$ cat src/rtl/wheel_speed_odometer_macros.svh
// ----------------------------------------------------------------------------
// Wheel speed odometer assertion macros
// Concurrent assertion helpers, compiled out when ASSERT_OFF is defined.
// ----------------------------------------------------------------------------
`ifndef WHEEL_SPEED_ODOMETER_MACROS_SVH
`define WHEEL_SPEED_ODOMETER_MACROS_SVH

`ifndef ASSERT_OFF
// The condition must hold at every clock edge outside reset.
`define WSO_ASSERT_ALWAYS(lbl, clk, rst_n, cond) \
  lbl: assert property (@(posedge clk) disable iff (!rst_n) (cond)) \
    else $error("assertion failed: condition violated");
// The antecedent implies the consequent in the same cycle.
`define WSO_ASSERT_IMPL(lbl, clk, rst_n, ante, cons) \
  lbl: assert property (@(posedge clk) disable iff (!rst_n) (ante) |-> (cons)) \
    else $error("assertion failed: implication violated");
`else
`define WSO_ASSERT_ALWAYS(lbl, clk, rst_n, cond)
`define WSO_ASSERT_IMPL(lbl, clk, rst_n, ante, cons)
`endif

`endif

$ cat src/rtl/wso_pkg.sv
// ----------------------------------------------------------------------------
// Wheel speed odometer package
// Shared payload types, controller commands and constants.
// ----------------------------------------------------------------------------
package wso_pkg;

  localparam int unsigned TIME_W     = 32;
  localparam int unsigned DIST_W     = 32;
  localparam int unsigned SPEED_W    = 16;
  localparam int unsigned CIRC_W     = 16;
  localparam int unsigned HOLD_W     = 4;
  localparam int unsigned DIVIDEND_W = 38;  // 32-bit distance times 36
  localparam int unsigned DIV_STEPS  = DIVIDEND_W;
  localparam int unsigned STEP_W     = $clog2(DIV_STEPS);

  localparam logic [CIRC_W-1:0] CIRC_RESET   = CIRC_W'(2146);
  localparam logic [HOLD_W-1:0] HOLD_RESET   = HOLD_W'(3);
  localparam logic [5:0]        SPEED_FACTOR = 6'd36;

  localparam logic OP_PULSE = 1'b0;
  localparam logic OP_CALC  = 1'b1;

  localparam logic REG_CIRC = 1'b0;
  localparam logic REG_HOLD = 1'b1;

  typedef struct packed {
    logic              operation;
    logic [TIME_W-1:0] timestamp;
  } in_item_t;

  typedef struct packed {
    logic [SPEED_W-1:0] speed_tenths_kmh;
    logic [DIST_W-1:0]  odometer_mm;
  } out_item_t;

  typedef struct packed {
    logic pulse_upd;   // record timestamp, add circumference
    logic idle_upd;    // idle calculate: step the idle counter
    logic calc_start;  // load dividend and divisor
    logic div_step;    // one restoring division step
    logic div_finish;  // commit speed, move reference time
    logic out_load;    // capture result into the output register
  } ctl_cmd_t;

  typedef struct packed {
    logic elapsed_zero;
  } dp_status_t;

  typedef enum logic [3:0] {
    S_IDLE = 4'b0001,
    S_DIV  = 4'b0010,
    S_FIN  = 4'b0100,
    S_OUT  = 4'b1000
  } state_t;

endpackage

$ cat src/rtl/wso_datapath.sv
// ----------------------------------------------------------------------------
// Wheel speed odometer datapath
// Distance and time registers, bit-serial divider and output register.
// ----------------------------------------------------------------------------
module wso_datapath (
  input  logic                        clk,
  input  logic                        rst_n,
  input  wso_pkg::ctl_cmd_t           cmd,
  input  wso_pkg::in_item_t           in_item,
  input  logic [wso_pkg::CIRC_W-1:0]  circ_mm,
  input  logic [wso_pkg::HOLD_W-1:0]  idle_hold,
  output wso_pkg::dp_status_t         status,
  output wso_pkg::out_item_t          out_item
);
  import wso_pkg::*;

  logic [SPEED_W-1:0]    speed_r;
  logic [DIST_W-1:0]     total_r;
  logic [DIST_W-1:0]     interval_r;
  logic [TIME_W-1:0]     latest_r;
  logic [TIME_W-1:0]     reference_r;
  logic [HOLD_W-1:0]     idle_cnt_r;
  logic [TIME_W-1:0]     divisor_r;
  logic [TIME_W-1:0]     rem_r;
  logic [DIVIDEND_W-1:0] quo_r;
  out_item_t             out_r;

  logic [TIME_W-1:0]     elapsed;
  logic [DIVIDEND_W-1:0] dividend;
  logic [TIME_W:0]       shifted;
  logic [TIME_W:0]       diff;
  logic                  fits;
  logic [HOLD_W-1:0]     idle_inc;

  assign elapsed  = latest_r - reference_r;
  assign dividend = DIVIDEND_W'(interval_r) * DIVIDEND_W'(SPEED_FACTOR);
  assign status.elapsed_zero = (elapsed == '0);

  // The partial remainder stays below the divisor, so the shifted value fits 33 bits.
  assign shifted  = {rem_r, quo_r[DIVIDEND_W-1]};
  assign fits     = (shifted >= {1'b0, divisor_r});
  assign diff     = shifted - {1'b0, divisor_r};
  assign idle_inc = idle_cnt_r + HOLD_W'(1);

  always_ff @(posedge clk) begin
    if (!rst_n) begin
      speed_r     <= '0;
      total_r     <= '0;
      interval_r  <= '0;
      latest_r    <= '0;
      reference_r <= '0;
      idle_cnt_r  <= '0;
    end else begin
      if (cmd.pulse_upd) begin
        latest_r   <= in_item.timestamp;
        total_r    <= total_r + DIST_W'(circ_mm);
        interval_r <= interval_r + DIST_W'(circ_mm);
      end
      if (cmd.idle_upd) begin
        if (idle_inc >= idle_hold) begin
          speed_r    <= '0;
          idle_cnt_r <= '0;
        end else begin
          idle_cnt_r <= idle_inc;
        end
      end
      if (cmd.div_finish) begin
        speed_r     <= (|quo_r[DIVIDEND_W-1:SPEED_W]) ? '1 : quo_r[SPEED_W-1:0];
        reference_r <= latest_r;
        interval_r  <= '0;
      end
    end
  end

  always_ff @(posedge clk) begin
    if (cmd.calc_start) begin
      divisor_r <= elapsed;
      rem_r     <= '0;
      quo_r     <= dividend;
    end else if (cmd.div_step) begin
      rem_r <= fits ? diff[TIME_W-1:0] : shifted[TIME_W-1:0];
      quo_r <= {quo_r[DIVIDEND_W-2:0], fits};
    end
    if (cmd.out_load) begin
      out_r.speed_tenths_kmh <= speed_r;
      out_r.odometer_mm      <= total_r;
    end
  end

  assign out_item = out_r;

endmodule

$ cat src/rtl/wso_controller.sv
// ----------------------------------------------------------------------------
// Wheel speed odometer controller
// Sequences each transaction and owns both channel handshakes.
// ----------------------------------------------------------------------------
module wso_controller (
  input  logic                clk,
  input  logic                rst_n,
  input  logic                in_valid,
  output logic                in_ready,
  input  logic                in_operation,
  output logic                out_valid,
  input  logic                out_ready,
  input  wso_pkg::dp_status_t status,
  output wso_pkg::ctl_cmd_t   cmd
);
  import wso_pkg::*;

  state_t            state_r, state_nxt;
  logic [STEP_W-1:0] step_r, step_nxt;
  logic              out_valid_r, out_valid_nxt;
  logic              accept;
  logic              slot_free;

  assign in_ready  = (state_r == S_IDLE);
  assign accept    = in_valid && in_ready;
  assign slot_free = !out_valid_r || out_ready;

  always_comb begin
    state_nxt = state_r;
    step_nxt  = step_r;
    cmd       = '0;
    case (state_r)
      S_IDLE: begin
        if (accept) begin
          if (in_operation == OP_PULSE) begin
            cmd.pulse_upd = 1'b1;
            state_nxt     = S_OUT;
          end else if (status.elapsed_zero) begin
            cmd.idle_upd = 1'b1;
            state_nxt    = S_OUT;
          end else begin
            cmd.calc_start = 1'b1;
            step_nxt       = '0;
            state_nxt      = S_DIV;
          end
        end
      end
      S_DIV: begin
        cmd.div_step = 1'b1;
        step_nxt     = step_r + STEP_W'(1);
        if (step_r == STEP_W'(DIV_STEPS - 1)) begin
          state_nxt = S_FIN;
        end
      end
      S_FIN: begin
        cmd.div_finish = 1'b1;
        state_nxt      = S_OUT;
      end
      S_OUT: begin
        if (slot_free) begin
          cmd.out_load = 1'b1;
          state_nxt    = S_IDLE;
        end
      end
      default: begin
        state_nxt = S_IDLE;
      end
    endcase
  end

  always_comb begin
    out_valid_nxt = out_valid_r;
    if (cmd.out_load) begin
      out_valid_nxt = 1'b1;
    end else if (out_ready) begin
      out_valid_nxt = 1'b0;
    end
  end

  always_ff @(posedge clk) begin
    if (!rst_n) begin
      state_r     <= S_IDLE;
      step_r      <= '0;
      out_valid_r <= 1'b0;
    end else begin
      state_r     <= state_nxt;
      step_r      <= step_nxt;
      out_valid_r <= out_valid_nxt;
    end
  end

  assign out_valid = out_valid_r;

endmodule

$ cat src/rtl/wheel_speed_odometer.sv
// ----------------------------------------------------------------------------
// Wheel speed odometer
// Bicycle speed and distance computer with an APB register port.
// ----------------------------------------------------------------------------
// Every transaction yields one result holding the current speed in 0.1 km/h
// and the total distance in mm. A wheel pulse is applied on acceptance and
// its result is then loaded into the output register, and so is a calculate
// request when no time has passed since the last calculation. A calculate
// request with elapsed time runs a restoring divider that retires one quotient
// bit per cycle over the 38-bit dividend: the request is accepted and loaded,
// then come 38 division steps, the speed is committed and finally the result
// is loaded into the output register. A result that is not taken holds the
// block in its load state until the output register frees up. Only one
// transaction is processed at a time, but a new one is accepted while the
// previous result still waits at the output register. The wheel circumference
// sits at address 0 and the idle hold count at address 4; write them only
// while the block is idle.
module wheel_speed_odometer (
  input  logic               clk,
  input  logic               rst_n,
  input  logic               in_valid,
  output logic               in_ready,
  input  wso_pkg::in_item_t  in_data,
  output logic               out_valid,
  input  logic               out_ready,
  output wso_pkg::out_item_t out_data,
  input  logic               psel,
  input  logic               penable,
  input  logic               pwrite,
  input  logic [2:0]         paddr,
  input  logic [31:0]        pwdata,
  output logic [31:0]        prdata,
  output logic               pready
);
  import wso_pkg::*;

`include "wheel_speed_odometer_macros.svh"

  logic [CIRC_W-1:0] circ_r;
  logic [HOLD_W-1:0] hold_r;
  logic              cfg_wr;
  logic              reg_sel;
  ctl_cmd_t          cmd;
  dp_status_t        status;

  assign pready  = 1'b1;
  assign reg_sel = paddr[2];
  assign cfg_wr  = psel && penable && pwrite && pready;

  always_ff @(posedge clk) begin
    if (!rst_n) begin
      circ_r <= CIRC_RESET;
      hold_r <= HOLD_RESET;
    end else if (cfg_wr) begin
      if (reg_sel == REG_CIRC) begin
        circ_r <= pwdata[CIRC_W-1:0];
      end else begin
        hold_r <= pwdata[HOLD_W-1:0];
      end
    end
  end

  assign prdata = (reg_sel == REG_CIRC) ? 32'(circ_r) : 32'(hold_r);

  wso_controller u_ctrl (
    .clk          (clk),
    .rst_n        (rst_n),
    .in_valid     (in_valid),
    .in_ready     (in_ready),
    .in_operation (in_data.operation),
    .out_valid    (out_valid),
    .out_ready    (out_ready),
    .status       (status),
    .cmd          (cmd)
  );

  wso_datapath u_dp (
    .clk       (clk),
    .rst_n     (rst_n),
    .cmd       (cmd),
    .in_item   (in_data),
    .circ_mm   (circ_r),
    .idle_hold (hold_r),
    .status    (status),
    .out_item  (out_data)
  );

  // A division in flight must block new transactions.
  `WSO_ASSERT_IMPL(a_div_blocks_input, clk, rst_n, cmd.div_step, !in_ready)
  // A result is never loaded over one that has not been taken.
  `WSO_ASSERT_IMPL(a_no_overwrite, clk, rst_n, cmd.out_load, !out_valid || out_ready)
  // Datapath commands are issued one at a time.
  `WSO_ASSERT_ALWAYS(a_one_cmd, clk, rst_n,
    $onehot0({cmd.pulse_upd, cmd.idle_upd, cmd.calc_start, cmd.div_step, cmd.div_finish}))

endmodule

$ cat config.mk
export PLATFORM = sky130hd
export DESIGN_NAME = wheel_speed_odometer
export DESIGN_NICKNAME = d
export VERILOG_FILES = /design/src/rtl/wso_pkg.sv /design/src/rtl/wso_datapath.sv /design/src/rtl/wso_controller.sv /design/src/rtl/wheel_speed_odometer.sv
export VERILOG_INCLUDE_DIRS = /design/src /design/src/rtl
export SDC_FILE = /design/constraint.sdc
export NUM_CORES = 1
export LEC_CHECK = 0
export BUFFER_PORTS_ARGS = -buffer_cell sky130_fd_sc_hd__buf_2
export CORE_AREA = 2 2 241 243
export CTS_CLUSTER_DIAMETER = 120
export CTS_CLUSTER_SIZE = 14
export DETAILED_ROUTE_END_ITERATION = 6
export DIE_AREA = 0 0 243 245
export PLACE_DENSITY_LB_ADDON = 0.12
export SYNTH_ARGS = -nofsm -noshare
export SYNTH_HDL_FRONTEND = slang
export SYNTH_SLANG_ARGS = --single-unit
$ cat constraint.sdc
create_clock -name clk -period 12 [get_ports clk]
set_clock_uncertainty 0.15 [all_clocks]
set_input_delay 0.6 -clock clk [delete_from_list [all_inputs] [get_ports clk]]
set_output_delay 0.6 -clock clk [all_outputs]
set_load 0.01 [all_outputs]
==> summary.txt <==
Timing
  • # setup viols final: 0
  • FMAX: around 180 MHz
  • Worst slew margin: 0.274
  • RSZ-0062 raised after global routing: false
  • Setup TNS: 0 ns
  • Final worst slack: 6.43 ns
  • Worst Tran Pin Value: 1.09 ns
  • Fin. max-slew vios: 0
  • Tcrit/Tclk final: 0.464
  • Period minus WS final: 5.57 ns
  • Hold Vio Cnt, Final: 0

Synth
  • Synth top area cells: dfxtp_1 (22%), edfxtp_1 (18%), ha_1 (10%)
  • Synthesis Warnings: 0
  • Post-synthesis sequential area ratio: 0.393
  • Cells after synthesis: about 2300
  • Post-synth top area share: 0.216
  • Async SR Flop Fraction: 0
  • Yosys reg bits: 329
  • Mean Syn Cell Area: 8.67 sq um
  • Most numerous cell in the Yosys netlist: nand2_1
  • Mapped Area: 0.0197 sq mm
  • Number of synthesized flops with an enable pin: approximately 120
  • Yosys cell types: 84
  • Synth top cells by count: nand2_1 (322), a21oi_1 (229), dfxtp_1 (213)
  • Synth area leader: dfxtp_1
  • Main flop type after synthesis: dfxtp_1

Routing
  • Starting DRT DRC Count: 1012
  • Pre-Repair DR Iteration Count: 5
  • DRC viols: 0
  • Via-to-Cell Ratio: 5.20
  • Wirelength per Cell: 16.5 microns
  • Post-Route WL: just over 50000 microns
  • Vias post-DR: ~16000
  • Routed Antenna Nets: 0

Placed design
  • DP Wirelength: 37700 microns
  • Post-DP Area: 0.0210 sq mm
  • Dpl ws: about 6.5 ns
  • IO buf count: ~120
  • GP Congestion: between 0.8 and 0.9

GRT
  • Vias in the first global route: 15600
  • Largest net degree at the start of global routing: 73
  • Initial antenna violation count: 1
  • First-pass GRT wire length: 84200 microns
  • Overflow after GRT: 0
  • All-layer global routing usage: 0.171

Worst setup path
  • Critical Path Slowest Stage Cell: a2111oi_0
  • Setup crit end kind: flip-flop
  • CP Class: reg2reg
  • Worst path most repeated cell: buf_4
  • CP peak stage delay: roughly 0.72 ns
  • Crit-path cells: inv_1 > ha_1 > nand2_1 > a211oi_1 > a2bb2oi_1 > a21boi_0 > o311ai_1 > a2111oi_0 > nand4_1 > nor3_1 > a21oi_4 > buf_4 > buf_4 > a32o_1
  • Setup crit start kind: flip-flop
  • Worst path top cell family by delay: compound AO/OA/AOI/OAI gates
  • Crit path required time: between 10 and 15 ns
  • CP Max Fanout: 65
  • Critical Path AT: about 5.8 ns
  • Critical path buffers and inverters: 3

Floorplan
  • Die height: about 250 microns
  • Initial Util: 0.345
  • I/O Pins: 158
  • Core area: 0.0570 sq mm
  • Num rows: between 80 and 90
  • Die ar.: 0.0595 sq mm
  • Die extent in x: ~240 microns

Clocking
  • Post-CTS setup buffers: 0
  • Post-cts sizing count: 0
  • CTS H-Tree Depth: 1
  • Skew-Pair Late Insertion Delay: between 0.5 and 0.6 ns
  • CTS Hold Bufs: 0
  • Root buf cell: clkbuf_16
  • CTS clk-pin slew, worst paths: 0.08 ns
  • CTS Buf Count: 27
  • Num Clock Sinks: 329
  • Max clock buf depth: 3
  • CTS tree: yes

Min path
  • Worst Hold Class: in2reg

Layout
  • Area added between synthesis and finish: 10.5%
  • Fin nets: 2581
  • Final Cell Area: 0.0218 sq mm
  • ANT cells: 0
  • Ratio of cells with drive above 1 in the final layout: 0.0851
  • Filler cells: ~5800

Pwr
  • Static leakage: 9.14 nW
  • PwrDens: around 120 mW/mm^2
  • Worst VDD drop: 0.0770 mV

Job
  • Max cap viols: 0

Run status
  • Status: completed
## layer usage
metal,track usage,wire length [microns],vias up
met5,0,0,-
met4,0.0325,676,0
met3,0.0187,1990,46
met2,0.265,21900,291
met1,0.257,27000,7640
li1,-,-,8285
## layout by cell type, fill, tap and decap left out, types with 85 or more instances in the layout
cell,count
edfxtp_1,116
nand2_1,322
a21oi_1,229
o21ai_0,85
inv_1,125
dfxtp_1,213
nor2_1,163
buf_2,122
ha_1,160
## flip-flops by register name, indices dropped and copies added, names as in the netlist
register	cells
u_dp.quo_r	38
u_dp.total_r	32
u_ctrl.state_r	4
u_dp.divisor_r	32
circ_r	16
u_dp.out_item	48
u_ctrl.step_r	6
u_dp.latest_r	32
u_ctrl.out_valid	1
hold_r	4
u_dp.speed_r	16
u_dp.reference_r	32
u_dp.rem_r	32
u_dp.idle_cnt_r	4
u_dp.interval_r	32
## where the power goes
part           internal [mW]  switching, mW  total (mW)
combinational          0.176          0.295       0.471
clock                  0.428          0.417       0.845
sequential              1.20         0.0294        1.23
total                   1.80          0.741        2.54
## worst paths after layout
check	start	to	slack [ns]	depth (start not counted)
max	u_dp.reference_r[12]$_SDFFE_PN0P_	u_dp.quo_r[33]$_DFFE_PP_	6.43	14
min	pwdata[5]	circ_r[5]$_SDFFE_PN1P_	0.08	3
max reg2reg	u_dp.reference_r[12]$_SDFFE_PN0P_	u_dp.quo_r[33]$_DFFE_PP_	6.43	14
min reg2reg	u_dp.speed_r[7]$_SDFFE_PN0P_	u_dp.out_item[39]$_DFFE_PP_	0.28	0
## cell type report
cell class	instances	area (sq um)	area share
clock buffer	47	761	0.0349
clock inverter	2	15.0	0.000690
inverter	126	475	0.0218
multi-input combinational	1720	11100	0.509
sequential	329	7750	0.356
tap	765	957	0.0440
timing repair buffer	137	723	0.0332
## worst min-delay path, delay by kind of cell
kind	cells	cell delay (ns)
buffers and inverters	1	0.08
and+or+nand+nor	2	0.10
## kinds of logic after synthesis
group	after synthesis	share of synthesized area
adder cells (fa/ha/maj)	165	0.107
other	2	0.000381
AO/OA/AOI/OAI	637	0.209
buffers and inverters	239	0.0497
flip-flops	329	0.393
XOR/XNOR	103	0.0458
multiplexers	26	0.0135
AND/OR/NAND/NOR	772	0.182
## per-stage QoR
| stage | util | instances | total power, mW | hold WS [ns] |
|---|---|---|---|---|
| 2_1_floorplan | - | 2288 | 1.59 | 0.258 |
| 3_3_place_gp | 0.368 | 3077 | 1.72 | 0.270 |
| 3_5_place_dp | 0.368 | 3077 | 1.72 | 0.274 |
| 4_1_cts | 0.382 | 3126 | 2.58 | 0.0390 |
| 5_1_grt | 0.382 | 3126 | 2.68 | 0.0592 |
| 6_report | 0.382 | 3126 | 2.54 | 0.0801 |
No activity file was read; power rests on OpenSTA's default activity.
